**config.mk**
```make
export PLATFORM = sky130hd
export DESIGN_NAME = fall_event_qualifier_flat
export DESIGN_NICKNAME = d
export VERILOG_FILES = /design/src/design/feq_pkg.sv /design/src/design/feq_req_if.sv /design/src/design/feq_rsp_if.sv /design/src/design/feq_csr_if.sv /design/src/design/fall_event_qualifier.sv /design/src/flat_wrapper.sv
export VERILOG_INCLUDE_DIRS = /design/src /design/src/design
export SDC_FILE = /design/constraint.sdc
export NUM_CORES = 1
export LEC_CHECK = 0
export ABC_CLOCK_PERIOD_IN_PS = 5600
export BUFFER_PORTS_ARGS = -buffer_cell sky130_fd_sc_hd__buf_4
export CAP_MARGIN = 5
export CORE_MARGIN = 2
export CORE_UTILIZATION = 52
export DETAILED_ROUTE_END_ITERATION = 8
export GPL_ROUTABILITY_DRIVEN = 0
export PLACE_DENSITY = 0.82
export SLEW_MARGIN = 20
export SYNTH_ARGS = -nofsm -noshare
export SYNTH_HDL_FRONTEND = slang
export SYNTH_SLANG_ARGS = --single-unit
```
**constraint.sdc**
```tcl
create_clock -name clock -period 5.6 [get_ports clock]
set_input_delay 1.4 -clock clock [delete_from_list [all_inputs] [get_ports clock]]
set_output_delay 1.4 -clock clock [all_outputs]
set_load 0.005 [all_outputs]
```
**src/design/assert_macros.svh**
```systemverilog
// Assertion macros shared by the RTL of the fall event qualifier.
// No dependencies; define ASSERT_OFF to compile the checks away.
`ifndef ASSERT_MACROS_SVH
`define ASSERT_MACROS_SVH

`ifndef ASSERT_OFF
// antecedent implies consequent in the same cycle
`define ASSERT_IMPLY(lbl, clk, rst, ante, cons) \
   lbl: assert property (@(posedge clk) disable iff (rst) (ante) |-> (cons)) \
      else $error("assertion failed");
// antecedent implies consequent in the next cycle
`define ASSERT_NEXT(lbl, clk, rst, ante, cons) \
   lbl: assert property (@(posedge clk) disable iff (rst) (ante) |=> (cons)) \
      else $error("assertion failed");
`else
`define ASSERT_IMPLY(lbl, clk, rst, ante, cons)
`define ASSERT_NEXT(lbl, clk, rst, ante, cons)
`endif

`endif

```
**src/design/feq_pkg.sv**
```systemverilog
// Package of the fall event qualifier: widths, register indexes, reset values.
// No dependencies.
package feq_pkg;

   localparam int unsigned COORD_W = 16;
   localparam int unsigned COUNT_W = 16;
   localparam int unsigned FRAME_W = 32;
   localparam int unsigned CSR_IDX_W = 2;
   localparam int unsigned CSR_DATA_W = 16;

   typedef logic [COORD_W-1:0] coord_type;
   typedef logic [COUNT_W-1:0] count_type;
   typedef logic [FRAME_W-1:0] frame_type;
   typedef logic [CSR_IDX_W-1:0] csr_idx_type;
   typedef logic [CSR_DATA_W-1:0] csr_data_type;

   typedef struct packed {
      coord_type height;
      coord_type width;
      coord_type y;
      coord_type x;
   } box_type;

   // register indexes
   localparam csr_idx_type CSR_COUNTING_ENABLED = 2'd0;
   localparam csr_idx_type CSR_PERSIST_THRESHOLD = 2'd1;
   localparam csr_idx_type CSR_REPEAT_GAP = 2'd2;

   // register reset values
   localparam logic RST_COUNTING_ENABLED = 1'b1;
   localparam count_type RST_PERSIST_THRESHOLD = 16'd12;
   localparam count_type RST_REPEAT_GAP = 16'd120;

   localparam count_type COUNT_MAX = '1;

endpackage

```
**src/design/feq_req_if.sv**
```systemverilog
// Detection input channel of the fall event qualifier.
// Depends on feq_pkg.
interface feq_req_if;
   import feq_pkg::*;

   logic valid;
   logic ready;
   logic has_detection;
   logic has_class;
   coord_type box_x;
   coord_type box_y;
   coord_type box_width;
   coord_type box_height;
   logic last_in_frame;

   modport source (output valid, has_detection, has_class, box_x, box_y, box_width,
                   box_height, last_in_frame, input ready);
   modport sink (input valid, has_detection, has_class, box_x, box_y, box_width,
                 box_height, last_in_frame, output ready);
endinterface

```
**src/design/feq_rsp_if.sv**
```systemverilog
// Per-frame result channel of the fall event qualifier.
// Depends on feq_pkg.
interface feq_rsp_if;
   import feq_pkg::*;

   logic valid;
   logic ready;
   logic fall_event;
   coord_type event_x;
   coord_type event_y;
   coord_type event_width;
   coord_type event_height;
   frame_type frame_number;

   modport source (output valid, fall_event, event_x, event_y, event_width, event_height,
                   frame_number, input ready);
   modport sink (input valid, fall_event, event_x, event_y, event_width, event_height,
                 frame_number, output ready);
endinterface

```
**src/design/feq_csr_if.sv**
```systemverilog
// Register write channel of the fall event qualifier.
// Depends on feq_pkg.
interface feq_csr_if;
   import feq_pkg::*;

   logic valid;
   logic ready;
   csr_idx_type index;
   csr_data_type data;

   modport source (output valid, index, data, input ready);
   modport sink (input valid, index, data, output ready);
endinterface

```
**src/design/fall_event_qualifier.sv**
```systemverilog
// Fall event qualifier: turns a stream of person detections into per-frame fall events.
// req_if carries one detection per beat (or one empty beat for a frame with no
// detection); last_in_frame closes the frame and produces exactly one rsp_if beat.
// csr_if writes counting_enabled / persist_threshold / repeat_gap; always ready.
// The result of a frame is registered and appears on rsp_if in the cycle after its closing beat.
// Throughput: one req beat per cycle; all per-frame math is a single pass of
// compare / increment logic between the state registers and the result register.
// Stall: the single result register holds its beat until rsp_if.ready; a new req
// beat is still taken in the cycle the held result leaves, so back-to-back
// frames flow at full rate; req_if.ready drops only while a result waits unclaimed.
// Reset (synchronous): registers go to 1 / 12 / 120, counters clear, first event
// pending, no result held. Counting disabled: req beats are taken and dropped.
// Depends on feq_pkg, the three channel interfaces and assert_macros.svh.
`include "assert_macros.svh"

module fall_event_qualifier (
   input logic         clock,
   input logic         reset,
   feq_req_if.sink     req_if,
   feq_rsp_if.source   rsp_if,
   feq_csr_if.sink     csr_if
);
   import feq_pkg::*;

   // configuration registers
   logic      enable_ff, enable_in;
   count_type thresh_ff, thresh_in;
   count_type gap_reg_ff, gap_reg_in;

   // frame state
   count_type persist_ff, persist_in;
   count_type gap_cnt_ff, gap_cnt_in;
   logic      awaiting_ff, awaiting_in;
   logic      wide_ff, wide_in;
   box_type   held_ff, held_in;
   frame_type frames_ff, frames_in;

   // result register
   logic      rsp_valid_ff, rsp_valid_in;
   logic      fall_ff, fall_in;
   box_type   ev_box_ff, ev_box_in;
   frame_type ev_frame_ff, ev_frame_in;

   logic      req_fire;
   logic      take_box;
   logic      det_wide;
   box_type   cur_box;
   logic      cur_wide;
   count_type persist_up;
   logic      first_fire;
   logic      awaiting_next;
   count_type gap_step;
   logic      gap_match;
   logic      fire;
   logic      close_frame;

   // ---------------- handshakes ----------------
   assign csr_if.ready = 1'b1;
   assign req_if.ready = !rsp_valid_ff || rsp_if.ready;
   assign req_fire     = req_if.valid && req_if.ready;
   assign close_frame  = req_fire && enable_ff && req_if.last_in_frame;

   // ---------------- register writes ----------------
   always_comb begin
      enable_in  = enable_ff;
      thresh_in  = thresh_ff;
      gap_reg_in = gap_reg_ff;
      if (csr_if.valid && csr_if.ready) begin
         unique case (csr_if.index)
            CSR_COUNTING_ENABLED:  enable_in  = csr_if.data[0];
            CSR_PERSIST_THRESHOLD: thresh_in  = csr_if.data;
            CSR_REPEAT_GAP:        gap_reg_in = csr_if.data;
            default: ;  // unmapped index, write ignored
         endcase
      end
   end

   // ---------------- detection merge ----------------
   // first wide box of the frame sticks; otherwise the latest box is kept
   assign take_box = req_if.has_detection && !wide_ff;
   assign det_wide = req_if.has_class && (req_if.box_height != '0)
                     && (req_if.box_width >= req_if.box_height);
   assign cur_box  = take_box ? box_type'{height: req_if.box_height,
                                          width: req_if.box_width,
                                          y: req_if.box_y, x: req_if.box_x}
                              : held_ff;
   assign cur_wide = wide_ff || (take_box && det_wide);

   // ---------------- frame close ----------------
   always_comb begin
      // leaky counter: up on wide frames (saturating), down otherwise (floor 0)
      persist_up = (cur_wide && (persist_ff != COUNT_MAX)) ? persist_ff + 1'b1 : persist_ff;
      first_fire = awaiting_ff && (persist_up >= thresh_ff);
      awaiting_next = awaiting_ff && !first_fire;
      // gap counter runs only once the first event is out, including its own frame
      gap_step  = gap_cnt_ff + 1'b1;
      gap_match = !awaiting_next && (gap_step == gap_reg_ff);
      fire      = first_fire || (gap_match && cur_wide);
   end

   always_comb begin
      persist_in  = persist_ff;
      gap_cnt_in  = gap_cnt_ff;
      awaiting_in = awaiting_ff;
      wide_in     = wide_ff;
      held_in     = held_ff;
      frames_in   = frames_ff;
      if (req_fire && enable_ff) begin
         if (req_if.last_in_frame) begin
            frames_in   = frames_ff + 1'b1;
            persist_in  = (!cur_wide && (persist_up != '0)) ? persist_up - 1'b1 : persist_up;
            awaiting_in = awaiting_next;
            if (!awaiting_next) begin
               gap_cnt_in = gap_match ? '0 : gap_step;
            end
            wide_in = 1'b0;
            held_in = '0;
         end else begin
            wide_in = cur_wide;
            held_in = cur_box;
         end
      end
   end

   // ---------------- result register ----------------
   always_comb begin
      rsp_valid_in = rsp_valid_ff && !rsp_if.ready;
      fall_in      = fall_ff;
      ev_box_in    = ev_box_ff;
      ev_frame_in  = ev_frame_ff;
      if (close_frame) begin
         rsp_valid_in = 1'b1;
         fall_in      = fire;
         ev_box_in    = fire ? cur_box : '0;
         ev_frame_in  = frames_ff + 1'b1;
      end
   end

   always_ff @(posedge clock) begin
      if (reset) begin
         enable_ff    <= RST_COUNTING_ENABLED;
         thresh_ff    <= RST_PERSIST_THRESHOLD;
         gap_reg_ff   <= RST_REPEAT_GAP;
         persist_ff   <= '0;
         gap_cnt_ff   <= '0;
         awaiting_ff  <= 1'b1;
         wide_ff      <= 1'b0;
         held_ff      <= '0;
         frames_ff    <= '0;
         rsp_valid_ff <= 1'b0;
      end else begin
         enable_ff    <= enable_in;
         thresh_ff    <= thresh_in;
         gap_reg_ff   <= gap_reg_in;
         persist_ff   <= persist_in;
         gap_cnt_ff   <= gap_cnt_in;
         awaiting_ff  <= awaiting_in;
         wide_ff      <= wide_in;
         held_ff      <= held_in;
         frames_ff    <= frames_in;
         rsp_valid_ff <= rsp_valid_in;
      end
   end

   // payload needs no reset
   always_ff @(posedge clock) begin
      fall_ff     <= fall_in;
      ev_box_ff   <= ev_box_in;
      ev_frame_ff <= ev_frame_in;
   end

   assign rsp_if.valid        = rsp_valid_ff;
   assign rsp_if.fall_event   = fall_ff;
   assign rsp_if.event_x      = ev_box_ff.x;
   assign rsp_if.event_y      = ev_box_ff.y;
   assign rsp_if.event_width  = ev_box_ff.width;
   assign rsp_if.event_height = ev_box_ff.height;
   assign rsp_if.frame_number = ev_frame_ff;

   // ---------------- checks ----------------
   // no box reported without an event
   `ASSERT_IMPLY(a_box_zero_no_event, clock, reset,
                 rsp_valid_ff && !fall_ff, ev_box_ff == '0)
   // a closed frame always yields a result next cycle
   `ASSERT_NEXT(a_close_gives_rsp, clock, reset, close_frame, rsp_valid_ff)
   // the first event happens once only
   `ASSERT_NEXT(a_first_once, clock, reset, !awaiting_ff, !awaiting_ff)
   // the persistence counter moves by at most one per cycle
   `ASSERT_NEXT(a_persist_step, clock, reset, 1'b1,
                (persist_ff == $past(persist_ff)) ||
                (persist_ff == $past(persist_ff) + 16'd1) ||
                (persist_ff == $past(persist_ff) - 16'd1))
   // the frame count advances only on a closed frame
   `ASSERT_NEXT(a_frames_hold, clock, reset, !close_frame, frames_ff == $past(frames_ff))

endmodule

```
**src/flat_wrapper.sv**
```systemverilog
// flat-port wrapper written by rule: the top's interface ports become plain ports
module fall_event_qualifier_flat import feq_pkg::*;
  (clock, reset, req_if_valid, req_if_has_detection, req_if_has_class, req_if_box_x, req_if_box_y, req_if_box_width, req_if_box_height, req_if_last_in_frame, req_if_ready, rsp_if_valid, rsp_if_fall_event, rsp_if_event_x, rsp_if_event_y, rsp_if_event_width, rsp_if_event_height, rsp_if_frame_number, rsp_if_ready, csr_if_valid, csr_if_index, csr_if_data, csr_if_ready);
  feq_req_if req_if_i ();
  feq_rsp_if rsp_if_i ();
  feq_csr_if csr_if_i ();
  input logic clock;
  input logic reset;
  input wire logic [$bits(req_if_i.valid)-1:0] req_if_valid;
  input wire logic [$bits(req_if_i.has_detection)-1:0] req_if_has_detection;
  input wire logic [$bits(req_if_i.has_class)-1:0] req_if_has_class;
  input wire logic [$bits(req_if_i.box_x)-1:0] req_if_box_x;
  input wire logic [$bits(req_if_i.box_y)-1:0] req_if_box_y;
  input wire logic [$bits(req_if_i.box_width)-1:0] req_if_box_width;
  input wire logic [$bits(req_if_i.box_height)-1:0] req_if_box_height;
  input wire logic [$bits(req_if_i.last_in_frame)-1:0] req_if_last_in_frame;
  output wire logic [$bits(req_if_i.ready)-1:0] req_if_ready;
  output wire logic [$bits(rsp_if_i.valid)-1:0] rsp_if_valid;
  output wire logic [$bits(rsp_if_i.fall_event)-1:0] rsp_if_fall_event;
  output wire logic [$bits(rsp_if_i.event_x)-1:0] rsp_if_event_x;
  output wire logic [$bits(rsp_if_i.event_y)-1:0] rsp_if_event_y;
  output wire logic [$bits(rsp_if_i.event_width)-1:0] rsp_if_event_width;
  output wire logic [$bits(rsp_if_i.event_height)-1:0] rsp_if_event_height;
  output wire logic [$bits(rsp_if_i.frame_number)-1:0] rsp_if_frame_number;
  input wire logic [$bits(rsp_if_i.ready)-1:0] rsp_if_ready;
  input wire logic [$bits(csr_if_i.valid)-1:0] csr_if_valid;
  input wire logic [$bits(csr_if_i.index)-1:0] csr_if_index;
  input wire logic [$bits(csr_if_i.data)-1:0] csr_if_data;
  output wire logic [$bits(csr_if_i.ready)-1:0] csr_if_ready;
  assign req_if_i.valid = req_if_valid;
  assign req_if_i.has_detection = req_if_has_detection;
  assign req_if_i.has_class = req_if_has_class;
  assign req_if_i.box_x = req_if_box_x;
  assign req_if_i.box_y = req_if_box_y;
  assign req_if_i.box_width = req_if_box_width;
  assign req_if_i.box_height = req_if_box_height;
  assign req_if_i.last_in_frame = req_if_last_in_frame;
  assign req_if_ready = req_if_i.ready;
  assign rsp_if_valid = rsp_if_i.valid;
  assign rsp_if_fall_event = rsp_if_i.fall_event;
  assign rsp_if_event_x = rsp_if_i.event_x;
  assign rsp_if_event_y = rsp_if_i.event_y;
  assign rsp_if_event_width = rsp_if_i.event_width;
  assign rsp_if_event_height = rsp_if_i.event_height;
  assign rsp_if_frame_number = rsp_if_i.frame_number;
  assign rsp_if_i.ready = rsp_if_ready;
  assign csr_if_i.valid = csr_if_valid;
  assign csr_if_i.index = csr_if_index;
  assign csr_if_i.data = csr_if_data;
  assign csr_if_ready = csr_if_i.ready;
  fall_event_qualifier u_core (.clock(clock), .reset(reset), .req_if(req_if_i), .rsp_if(rsp_if_i), .csr_if(csr_if_i));
endmodule
```
# Word level (Yosys, flattened, before mapping)
# Cells that the tools add are included.
[op_classes]
addsub = 4
mul = 0
n_div = 0
n_lt_le_gt_ge = 2
eq_ne = 4
n_shift = 0
muxes = 7
n_bitwise = 1
n_reduce_logical = 31
[ops]
columns = ["cell", "n"]
rows = [
  ["two-way mux 64 bit", 2],
  ["two-way mux 16 bit", 3],
  ["adder 16 x 1 -> 16 bit, second input constant", 2],
  ["adder 32 x 1 -> 32 bit, second input constant", 1],
  ["greater-or-equal comparator 16 bit", 2],
  ["nonzero test 16 bit", 2],
  ["== test 16 bit", 1],
  ["inequality test 16 bit, second input constant", 1],
  ["subtractor 16 x 1 -> 16 bit, second input constant", 1],
  ["logical AND 1 bit", 14],
  ["AND reduction 2 bit", 4],
  ["zero test 1 bit", 6],
  ["logical OR 1 bit", 3],
  ["AND reduction 3 bit", 1],
  ["== test 2 x 1 -> 1 bit, second input constant", 1],
  ["== test 2 bit, second input constant", 1],
  ["zero test 2 bit", 1],
  ["two-way mux 1 bit", 2],
  ["NOT 1 bit", 1],
]
[totals]
register_bits = 261
latchBits = 0
ram_bits = 0
rom_bits = 0
input_bits = 90
out_inout_bits = 100
n_memories = 0

# Logic depth before layout (Yosys ltp)
# Gate-level depths: netlist (run 1).
[depth]
ltp_word = 15
mapped_depth = 21
depth_no_buf = 19

# Least setup slack after synthesis (run 1)
# No wires, ideal clock.
[synth_path]
kind = "input -> register"
start = "in req_if_box_height[15]"
end = "reg u_core.ev_box_ff (netlist bit u_core.rsp_if.event_height[11]), data pin"
setup_time_ns = 0.270
arrival_ns = 5.748
path_slack_ns = -0.418
stages = 21
cell_sequence = "inv_1 ha_1 nand4_2 or3_1 or4_4 a31o_1 buf_2 a21oi_1 xnor2_1 ha_1 nand2b_1 a21o_1 a21o_1 a21o_1 a21oi_1 o211ai_1 a21oi_1 or2_2 clkbuf_1 clkbuf_1 a21oi_1"
[synth_via]
elab_chain_len = 15
elab_cells_between_ends = 16
[synth_lines]
columns = ["item", "line_no", "rtl"]
rows = [
  ["start: declaration", "flat_wrapper.sv:15", "input wire logic [$bits(req_if_i.box_height)-1:0] req_if_box_height;"],
  ["branches (longest 2 deep; another with greater-or-equal comparator 16 bit)", "n/a", ""],
  ["logical AND 1 bit (*)", "fall_event_qualifier.sv:82", "&& (req_if.box_width >= req_if.box_height);"],
  ["logical AND 1 bit (*)", "fall_event_qualifier.sv:87", "assign cur_wide = wide_ff || (take_box && det_wide);"],
  ["logical OR 1 bit (*)", "fall_event_qualifier.sv:87", ""],
  ["logical AND 1 bit", "fall_event_qualifier.sv:92", "persist_up = (cur_wide && (persist_ff != COUNT_MAX)) ? persist_ff + 1'b1 : persist_ff;"],
  ["two-way mux 16 bit", "fall_event_qualifier.sv:92", ""],
  ["greater-or-equal comparator 16 bit", "fall_event_qualifier.sv:93", "first_fire = awaiting_ff && (persist_up >= thresh_ff);"],
  ["logical AND 1 bit", "fall_event_qualifier.sv:93", ""],
  ["zero test 1 bit", "fall_event_qualifier.sv:94", "awaiting_next = awaiting_ff && !first_fire;"],
  ["logical AND 1 bit", "fall_event_qualifier.sv:94", ""],
  ["zero test 1 bit", "fall_event_qualifier.sv:97", "gap_match = !awaiting_next && (gap_step == gap_reg_ff);"],
  ["logical AND 1 bit", "fall_event_qualifier.sv:97", ""],
  ["logical AND 1 bit", "fall_event_qualifier.sv:98", "fire = first_fire || (gap_match && cur_wide);"],
  ["logical OR 1 bit (*)", "fall_event_qualifier.sv:98", ""],
  ["end signal: assignment", "fall_event_qualifier.sv:168", "ev_box_ff <= ev_box_in;"],
  ["end: declaration", "fall_event_qualifier.sv:41", "box_type ev_box_ff, ev_box_in;"],
]
# Every way passes the cells marked *.
# A chain may end at the register's enable or synchronous reset.

# Worst setup path in the final report (run 1)
[layout_path]
start = "in req_if_box_height[13]"
end = "reg u_core.ev_box_ff (netlist bit u_core.rsp_if.event_x[1]), data pin"
# The elaborated chain is that of the path after synthesis.

==> summary by stage, run 1 <==
Status
The run finished with clean final reports.

Worst hold path
The worst min-delay path class is reg -> reg. The number of cells on the worst hold path is 2.

Placement
During placement, the flow inserted port buffers numbering 188. Summing all placed instances gives a cell area of 14600 sq um. The half-perimeter wire length of the detailed placement result is 21.6 mm. In this run, placement finished with an instance count of 1879.

Floorplanning
In this run the count of I/O pins placed on the die edge is 190. The die footprint is 25500 sq um. The floorplan has 56 rows. The area of the core region is 23600 sq um. The initial utilization of the core area, before any placement, comes to 53.3%. In this run the vertical extent of the chip is 160 microns.

The chip width is 160 microns.

Worst setup path
The buffering stage count on the worst path with inverters included is 3. At the worst endpoint, the arrival time is 5.70 ns. The required arrival time at the worst endpoint is 5.88 ns. The worst setup slack for register-to-register paths is 1.19 ns. The cell depth of the worst setup path is 20. The count of cells along the worst register-to-register path is 16. The worst setup path is launched from an input pin. The type of the worst setup path is in -> reg. The maximum fanout encountered on the critical timing path is 29. Grouping stages by cell kind, the critical path spends the most delay in compound AO/OA/AOI/OAI gates. The slowest stage cell on the critical path is or4_4. The largest stage delay on the critical path is 0.56 ns. The worst setup path is captured at a flip-flop. The critical path goes through buf_4 -> inv_1 -> ha_1 -> nand4_2 -> or3_1 -> or4_4 -> a31o_1 -> a21oi_4 -> xnor2_2 -> ha_1 -> nand2b_1 -> a21o_1 -> a21o_1 -> a21o_1 -> a21oi_1 -> o211ai_1 -> a21oi_1 -> or2_2 -> buf_12 -> a21oi_1.

Drt
The DRC violation count after routing is 0. The wire length after detailed routing is 32.2 mm. For this block, the via count after detailed routing is 11100. After the first detailed-routing iteration, the DRC count stood at 1060.

Before antenna repair, the detailed router went through 6 iterations. The number of antenna-violating nets in the routed design is 0. After detailed routing, the number of vias per cell comes to 5.74. The final routed wire length divided by cell count is 16.7 microns.

Timing
For the pin with the worst max-slew slack, the measured transition is 1.08 ns. The number of failing hold endpoints at the final stage is 0. The clock period minus worst slack is 5.42 ns.

The setup TNS is 0 ns. The clock arrives with 0.0129 ns of skew. The number of max-slew violations in the final report is 0. The count of endpoints failing setup in the final report is 0. Hold timing on the final database bottoms out at a slack of 0.459 ns. The maximum clock frequency is 185 MHz.

The relative slew slack is 27.7%. Setup repair after global routing could not meet its margin everywhere. The final critical path takes up 96.7% of the cycle.

Yosys
The most used flip-flop cell after synthesis is dfxtp_1. For this run, asynchronously set or reset flops after synthesis account for 0%. Of the synthesized area, sequential elements account for 49.2%. The count of distinct cell types in the synthesized netlist is 68.

The Yosys warning count is 0. The cell area that synthesis handed to floorplanning was 12600 sq um. Counting flops with a built-in enable in the synthesized netlist gives 97. The post-synth net total is 1532.

The number of cells produced by synthesis is 1405. After synthesis, the mean cell area works out to 8.96 sq um. The register bit total from synthesis is 261.

Global route
The initial antenna violation count came to 0. The first global-routing pass estimated 52.0 mm of wire. The number of global-route vias before repair is 10500. The largest net degree at the start of global routing is 115.

The all-layer global routing usage is 24.4%. The sum of overflow across all layers after global routing is 0.

CTS
The clock latency reported for the late side of the worst-skew pair is 0.53 ns. After clock tree synthesis, the clock-pin slew on the worst setup and hold paths is 0.06 ns. After clock tree synthesis, the flow added hold-fix buffers numbering 0. In this run, CTS created clock tree buffers numbering 28. The number of buffers on the longest clock path is 3.

The post-cts repair resize count is 0. TritonCTS built the clock tree. Once the clock tree was built, the setup fixing pass inserted 0 buffers. The cell sitting at the root of the clock tree is a clkbuf_16. CTS built an H-tree with a depth of 1. Counting every sink on the clock net gives 261.

Layout
The library cell used most frequently in the layout, excluding fill and tap cells, is nand2_1. The number of antenna cells inserted is 0. The final instance area is 15500 sq um. Relative to the synthesized area, the layout overhead comes to 23.1%. The layout net count is 1717. In the final layout, the share of cells above drive strength 1 is 19.6%. For this run, the number of standard cells in the final layout without fillers is 1930. The library cells used most frequently in the layout, excluding fill and tap cells, are nand2_1 (251), buf_4 (243), dfxtp_1 (164).

The final cell utilization of the core is 65.6%.

Power
The leakage dissipation is 6.13 nW. The ratio of total power to cell area is 329 nW/um^2. The worst-case IR drop observed on VDD is 0.000238 V.

Job
The max-cap violation count is 0.
## worst reg2reg max path: cells and delay by family (launching register included)
kind,cells,cell delay [ns]
and+or+nand+nor,7,2.22
xor gates and xnor gates,1,0.17
DFF,1,0.63
AOI/OAI and AO/OA,5,0.60
adders and majority gates,1,0.29
buffers and inverters,2,0.41
## final cells by class
cell class	count	area (sq um)
clock buffers	39	783
repair buffers	246	1880
flip-flops and latches	261	6200
well taps	319	399
fillers	1862	8120
multi-input cells	1008	5920
clock inverters	12	136
inverters	45	171
## kinds of logic after synthesis
kind of cell             share of synthesized area (%)
AND/OR/NAND/NOR                                   21.5
AO/OA/AOI/OAI                                     13.8
flip-flops                                        49.2
buffers and inverters                             4.20
XOR/XNOR                                          6.82
adder cells (fa/ha/maj)                           3.68
multiplexers                                     0.795
other                                           0.0298
## worst paths after layout
kind,start,endpoint
worst min register to register,u_core.thresh_ff[9],u_core.thresh_ff[9]
worst min-delay path,u_core.thresh_ff[9],u_core.thresh_ff[9]
worst max-delay path,req_if_box_height[13],u_core.rsp_if.event_x[1]
worst max register to register,u_core.persist_ff[3],u_core.gap_cnt_ff[8]
## stage by stage
stage / power (mW) / setup slack, ns
after floorplan: 2.86 / -0.0206
after global placement: 3.26 / -0.232
after detailed placement: 3.29 / -0.317
after CTS: 5.12 / 0.212
after global routing: 5.32 / -0.0191
final: 5.10 / 0.182
## report_power, final
part	internal [mW]	leakage (nW)	switching, mW
clock	1.11	0.444	0.725
sequential	2.11	2.23	0.0823
combinational	0.471	3.45	0.608
total	3.68	6.13	1.42
## state kept, by name, indices dropped and copies added (netlist names)
name                        cells
u_core.persist_ff              16
u_core.rsp_if.event_x          16
u_core.gap_cnt_ff              16
u_core.rsp_if.event_y          16
u_core.rsp_if.event_width      16
u_core.frames_ff               32
u_core.rsp_if.valid             1
u_core.gap_reg_ff              16
u_core.rsp_if.fall_event        1
u_core.rsp_if.frame_number     32
u_core.wide_ff                  1
u_core.thresh_ff               16
u_core.rsp_if.event_height     16
u_core.awaiting_ff              1
u_core.held_ff                 64
u_core.enable_ff                1
## routing by layer
metal | vias up | global-route usage (%) | part of all wire, %
met5 | - | 0 | 0
met4 | 0 | 10.7 | 4.0
met3 | 89 | 3.62 | 7.2
met2 | 473 | 41.3 | 48
met1 | 5253 | 31.1 | 41
li1 | 5265 | - | -
## synthesized netlist by cell type, types with 8 or more instances
library cell    n  share of area [%]
nand2_1       251                7.5
dfxtp_1       164                 26
a21oi_1       135                5.4
nor2_1        132                3.9
edfxtp_1       97                 23
clkbuf_1       81                2.4
a22oi_1        64                3.8
xor2_1         50                3.5
xnor2_1        48                3.3
nand3_1        46                1.8
inv_1          45                1.3
ha_1           37                3.7
o21ai_0        31                1.2
and3_1         26                1.3
or3_1          18               0.89
nand4_1        17               0.85
nor3_1         12               0.48
nor4_1         10               0.50
nor2b_1         9               0.45
a21o_1          8               0.48
a31oi_1         8               0.40
Power figures use the tool's default switching activity.
==> run 2, diff against run 1 <==
--- a/config.mk
+++ b/config.mk
@@ -14,6 +14,7 @@
 export DETAILED_ROUTE_END_ITERATION = 8
 export GPL_ROUTABILITY_DRIVEN = 0
 export PLACE_DENSITY = 0.82
+export REMOVE_ABC_BUFFERS = 1
 export SLEW_MARGIN = 20
 export SYNTH_ARGS = -nofsm -noshare
 export SYNTH_HDL_FRONTEND = slang
==> run 2 against run 1 <==
Final cell count is 0.52% lower. Critical endpoint is now u_core.rsp_if.event_x[8]. Critical path type unchanged. Worst hold slack lost 0.0031 ns. Wire length fell by 1.1%. First-iteration DRC count down 23%.
==> summary by stage, run 2 (synthesis results as in run 1) <==
Status
The run finished with clean final reports.

Drt
The number of antenna-violating nets in the routed design is 0 (unchanged). The final routed wire length divided by cell count is 16.6 microns (-0.61%). The DRC violation count after routing was 0 (unchanged). The via total after detailed routing is 10900 (-1.2%). The sum of met2 wire segment lengths after detailed routing is 15.6 mm (+0.63%). The violation count after the first detailed-routing iteration is 816 (-23%).

Signal routing reaches up to met4. The wire length after detailed routing is 31.9 mm (-1.1%). The detailed route wirelength on metal3 came to 1.96 mm (-15%). The total iterations of the first detailed-routing run is 5 (-1).

The mean number of vias per cell came to 5.70 (-0.68%). The met1 wire length came to 13.1 mm (-0.49%).

Worst setup path
The type of the worst setup path is in -> reg. The maximum fanout encountered on the critical timing path is 42 (+45%). The worst register-to-register path begins at u_core.persist_ff[3]. The critical path startpoint category is an input pin.

The endpoint class of the critical path is a flip-flop. The endpoint arrival time on the critical path is 5.52 ns (-0.18 ns). The required arrival time at the worst endpoint was 5.89 ns (about the same). The critical path launch point is req_if_box_height[12].

Power
The part of the power in combinational logic is 21.0% (-0.2 points). The cell-internal power is 3.66 mW (-0.64%). The switching power total is 1.45 mW (+2.2%). The leakage dissipation is 6.10 nW (-0.48%). The register share of total power is 42.8% (about the same).

The fraction of power spent switching nets is 28.3% (+0.57 points). The ratio of total power to cell area was 331 nW/um^2 (+0.52%). The overall power consumption is 5.11 mW (+0.16%). The clock group share of total power is 36.2% (+0.2 points). The peak ir drop on the vdd network is 0.000282 V (+19%).

CTS
The number of clock sinks is 261 (unchanged). The H-tree depth was 1 (unchanged). The clock latency reported for the late side of the worst-skew pair came to 0.55 ns (+0.02 ns).

The number of buffers on the longest clock path is 3 (unchanged). The CTS tree is built. The library cell used as clock root buffer is clkbuf_16. The number of buffers created by CTS is 27 (-3.6%). The clock transition at the register clock pins on the worst setup and hold paths after CTS was 0.06 ns (about the same). The post-CTS setup buffer count is 0 (unchanged).

Timing
The number of failing hold endpoints at the final stage is 0 (unchanged). The transition time at the pin with the least slew margin is 0.772 ns (-0.313 ns). The maximum clock frequency came to 191 MHz (+3.5%). The setup clock skew after layout is 0.0217 ns (+0.00888 ns). The clock period minus worst slack is 5.23 ns (-0.184 ns). The number of max-slew violations in the final report is 0 (unchanged). The count of endpoints failing setup in the final report came to 0 (unchanged). The minimum hold slack is 0.455 ns (-0.00312 ns).

The part of the cycle the worst path needs is 93.5% (-3.3 points). Setup repair after global routing left no endpoint under its margin. The relative slew slack is 48.6% (+21 points).

Worst hold path
The critical hold path startpoint is u_core.thresh_ff[1]. The worst min-delay path class is reg -> reg.

Layout
The top cell types in the final layout, fill and taps aside, are nand2_1 (251), buf_4 (233), dfxtp_1 (164). The number of flip-flops in the largest register was 64 (unchanged). The fraction of final layout cells with drive strength greater than 1 was 19.3% (-0.31 points). The layout net count was 1707 (-0.58%). The fill cell total of the finished layout is 1803 (-3.2%). The number of antenna cells inserted was 0 (unchanged). The final cell utilization of the core is 65.4% (-0.24 points). The signed area change from the synthesized netlist to the final layout is 22.6%.

The most common library cell in the layout ignoring fill and taps is nand2_1. The final instance area was 15400 sq um (-0.36%). u_core.held_ff holds more flip-flops than any other register.

Global route
The largest net degree at the start of global routing was 68 (-41%). The initial antenna violation count is 0 (unchanged). The wire length of the first global-routing pass came to 51.3 mm (-1.2%). The all-layer global routing usage is 23.9% (-0.51 points). The sum of overflow across all layers after global routing was 0 (unchanged). The number of global-route vias before repair is 10500 (-0.26%).

Floorplanning
The y dimension of the die was 160 microns (unchanged). The number of rows in the core area is 56 (unchanged). The chip width is 160 microns (unchanged).

The area of the core region is 23600 sq um (unchanged). The I/O pin count is 190 (unchanged). The effective utilization at floorplan is 53.3% (unchanged). The die footprint is 25500 sq um (unchanged).

Placement
The half-perimeter wire length of the detailed placement result came to 21.1 mm (-2.0%). The post-place instance area is 14500 sq um (-0.70%). The number of port buffers was 188 (unchanged).

Job
The max-cap violation count is 0 (unchanged).
-- run 2: metal layers --
layer | vias to the layer above | GRT usage [%]
met5 | - | 0
met4 | 0 | 9.67
met3 | 85 | 3.13
met2 | 431 | 41.2
met1 | 5191 | 30.4
li1 | 5241 | -
-- run 2: critical path, stage by stage --
cell and delay, ns:
buf_4 0.09, inv_1 0.05, ha_1 0.32, nand4_2 0.12
or3_1 0.40, or4_4 0.57, a31o_1 0.25, a21oi_1 0.12
buf_4 0.16, xnor2_1 0.14, ha_1 0.26, nand2b_1 0.14
a21o_1 0.17, a21o_1 0.18, a21o_1 0.18, a21oi_1 0.14
o211ai_1 0.11, a21oi_2 0.19, or2_2 0.21, buf_12 0.23
a21oi_1 0.08
-- run 2: cell type report --
| cell class | count | area (sq um) | area share, % |
|---|---|---|---|
| flip-flops and latches | 261 | 6200 | 40.1 |
| multi-input cells | 1008 | 5910 | 38.3 |
| repair buffers | 237 | 1840 | 11.9 |
| clock buffers | 39 | 771 | 4.99 |
| well taps | 319 | 399 | 2.59 |
| inverters | 45 | 171 | 1.11 |
| clock inverters | 11 | 150 | 0.973 |
-- run 2: per-stage QoR --
| stage | setup TNS [ns] | std cells | worst slack [ns] |
|---|---|---|---|
| floorplan | -96.33 | 1314 | -1.01 |
| global placement | -7.29 | 1869 | -0.203 |
| detailed placement | -12.42 | 1869 | -0.236 |
| CTS | 0 | 1919 | 0.300 |
| global route | 0 | 1920 | 0.0853 |
| finish | 0 | 1920 | 0.367 |
-- run 2: what timing repair did --
item                       in CTS  in global routing
setup endpoints to repair       0                 11
hold endpoints to repair        0                  0
resized for setup               0                  3
hold buffers                    0                  0
-- run 2: worst paths after layout --
check,to,slack [ns],cells after the start
worst min-delay path,u_core.thresh_ff[1],0.46,2
worst max-delay path,u_core.rsp_if.event_x[8],0.37,21
worst min register to register,u_core.thresh_ff[1],0.46,2
worst max register to register,u_core.gap_cnt_ff[2],1.15,14
-- run 2: power groups by stage --
stage / clock (mW) / combinational [mW] / sequential, mW
after floorplan: 0 / 0.560 / 2.22
after global placement: 0 / 1.01 / 2.22
after detailed placement: 0 / 1.04 / 2.23
after CTS: 1.87 / 1.05 / 2.19
after global routing: 1.94 / 1.16 / 2.20
final: 1.85 / 1.07 / 2.19
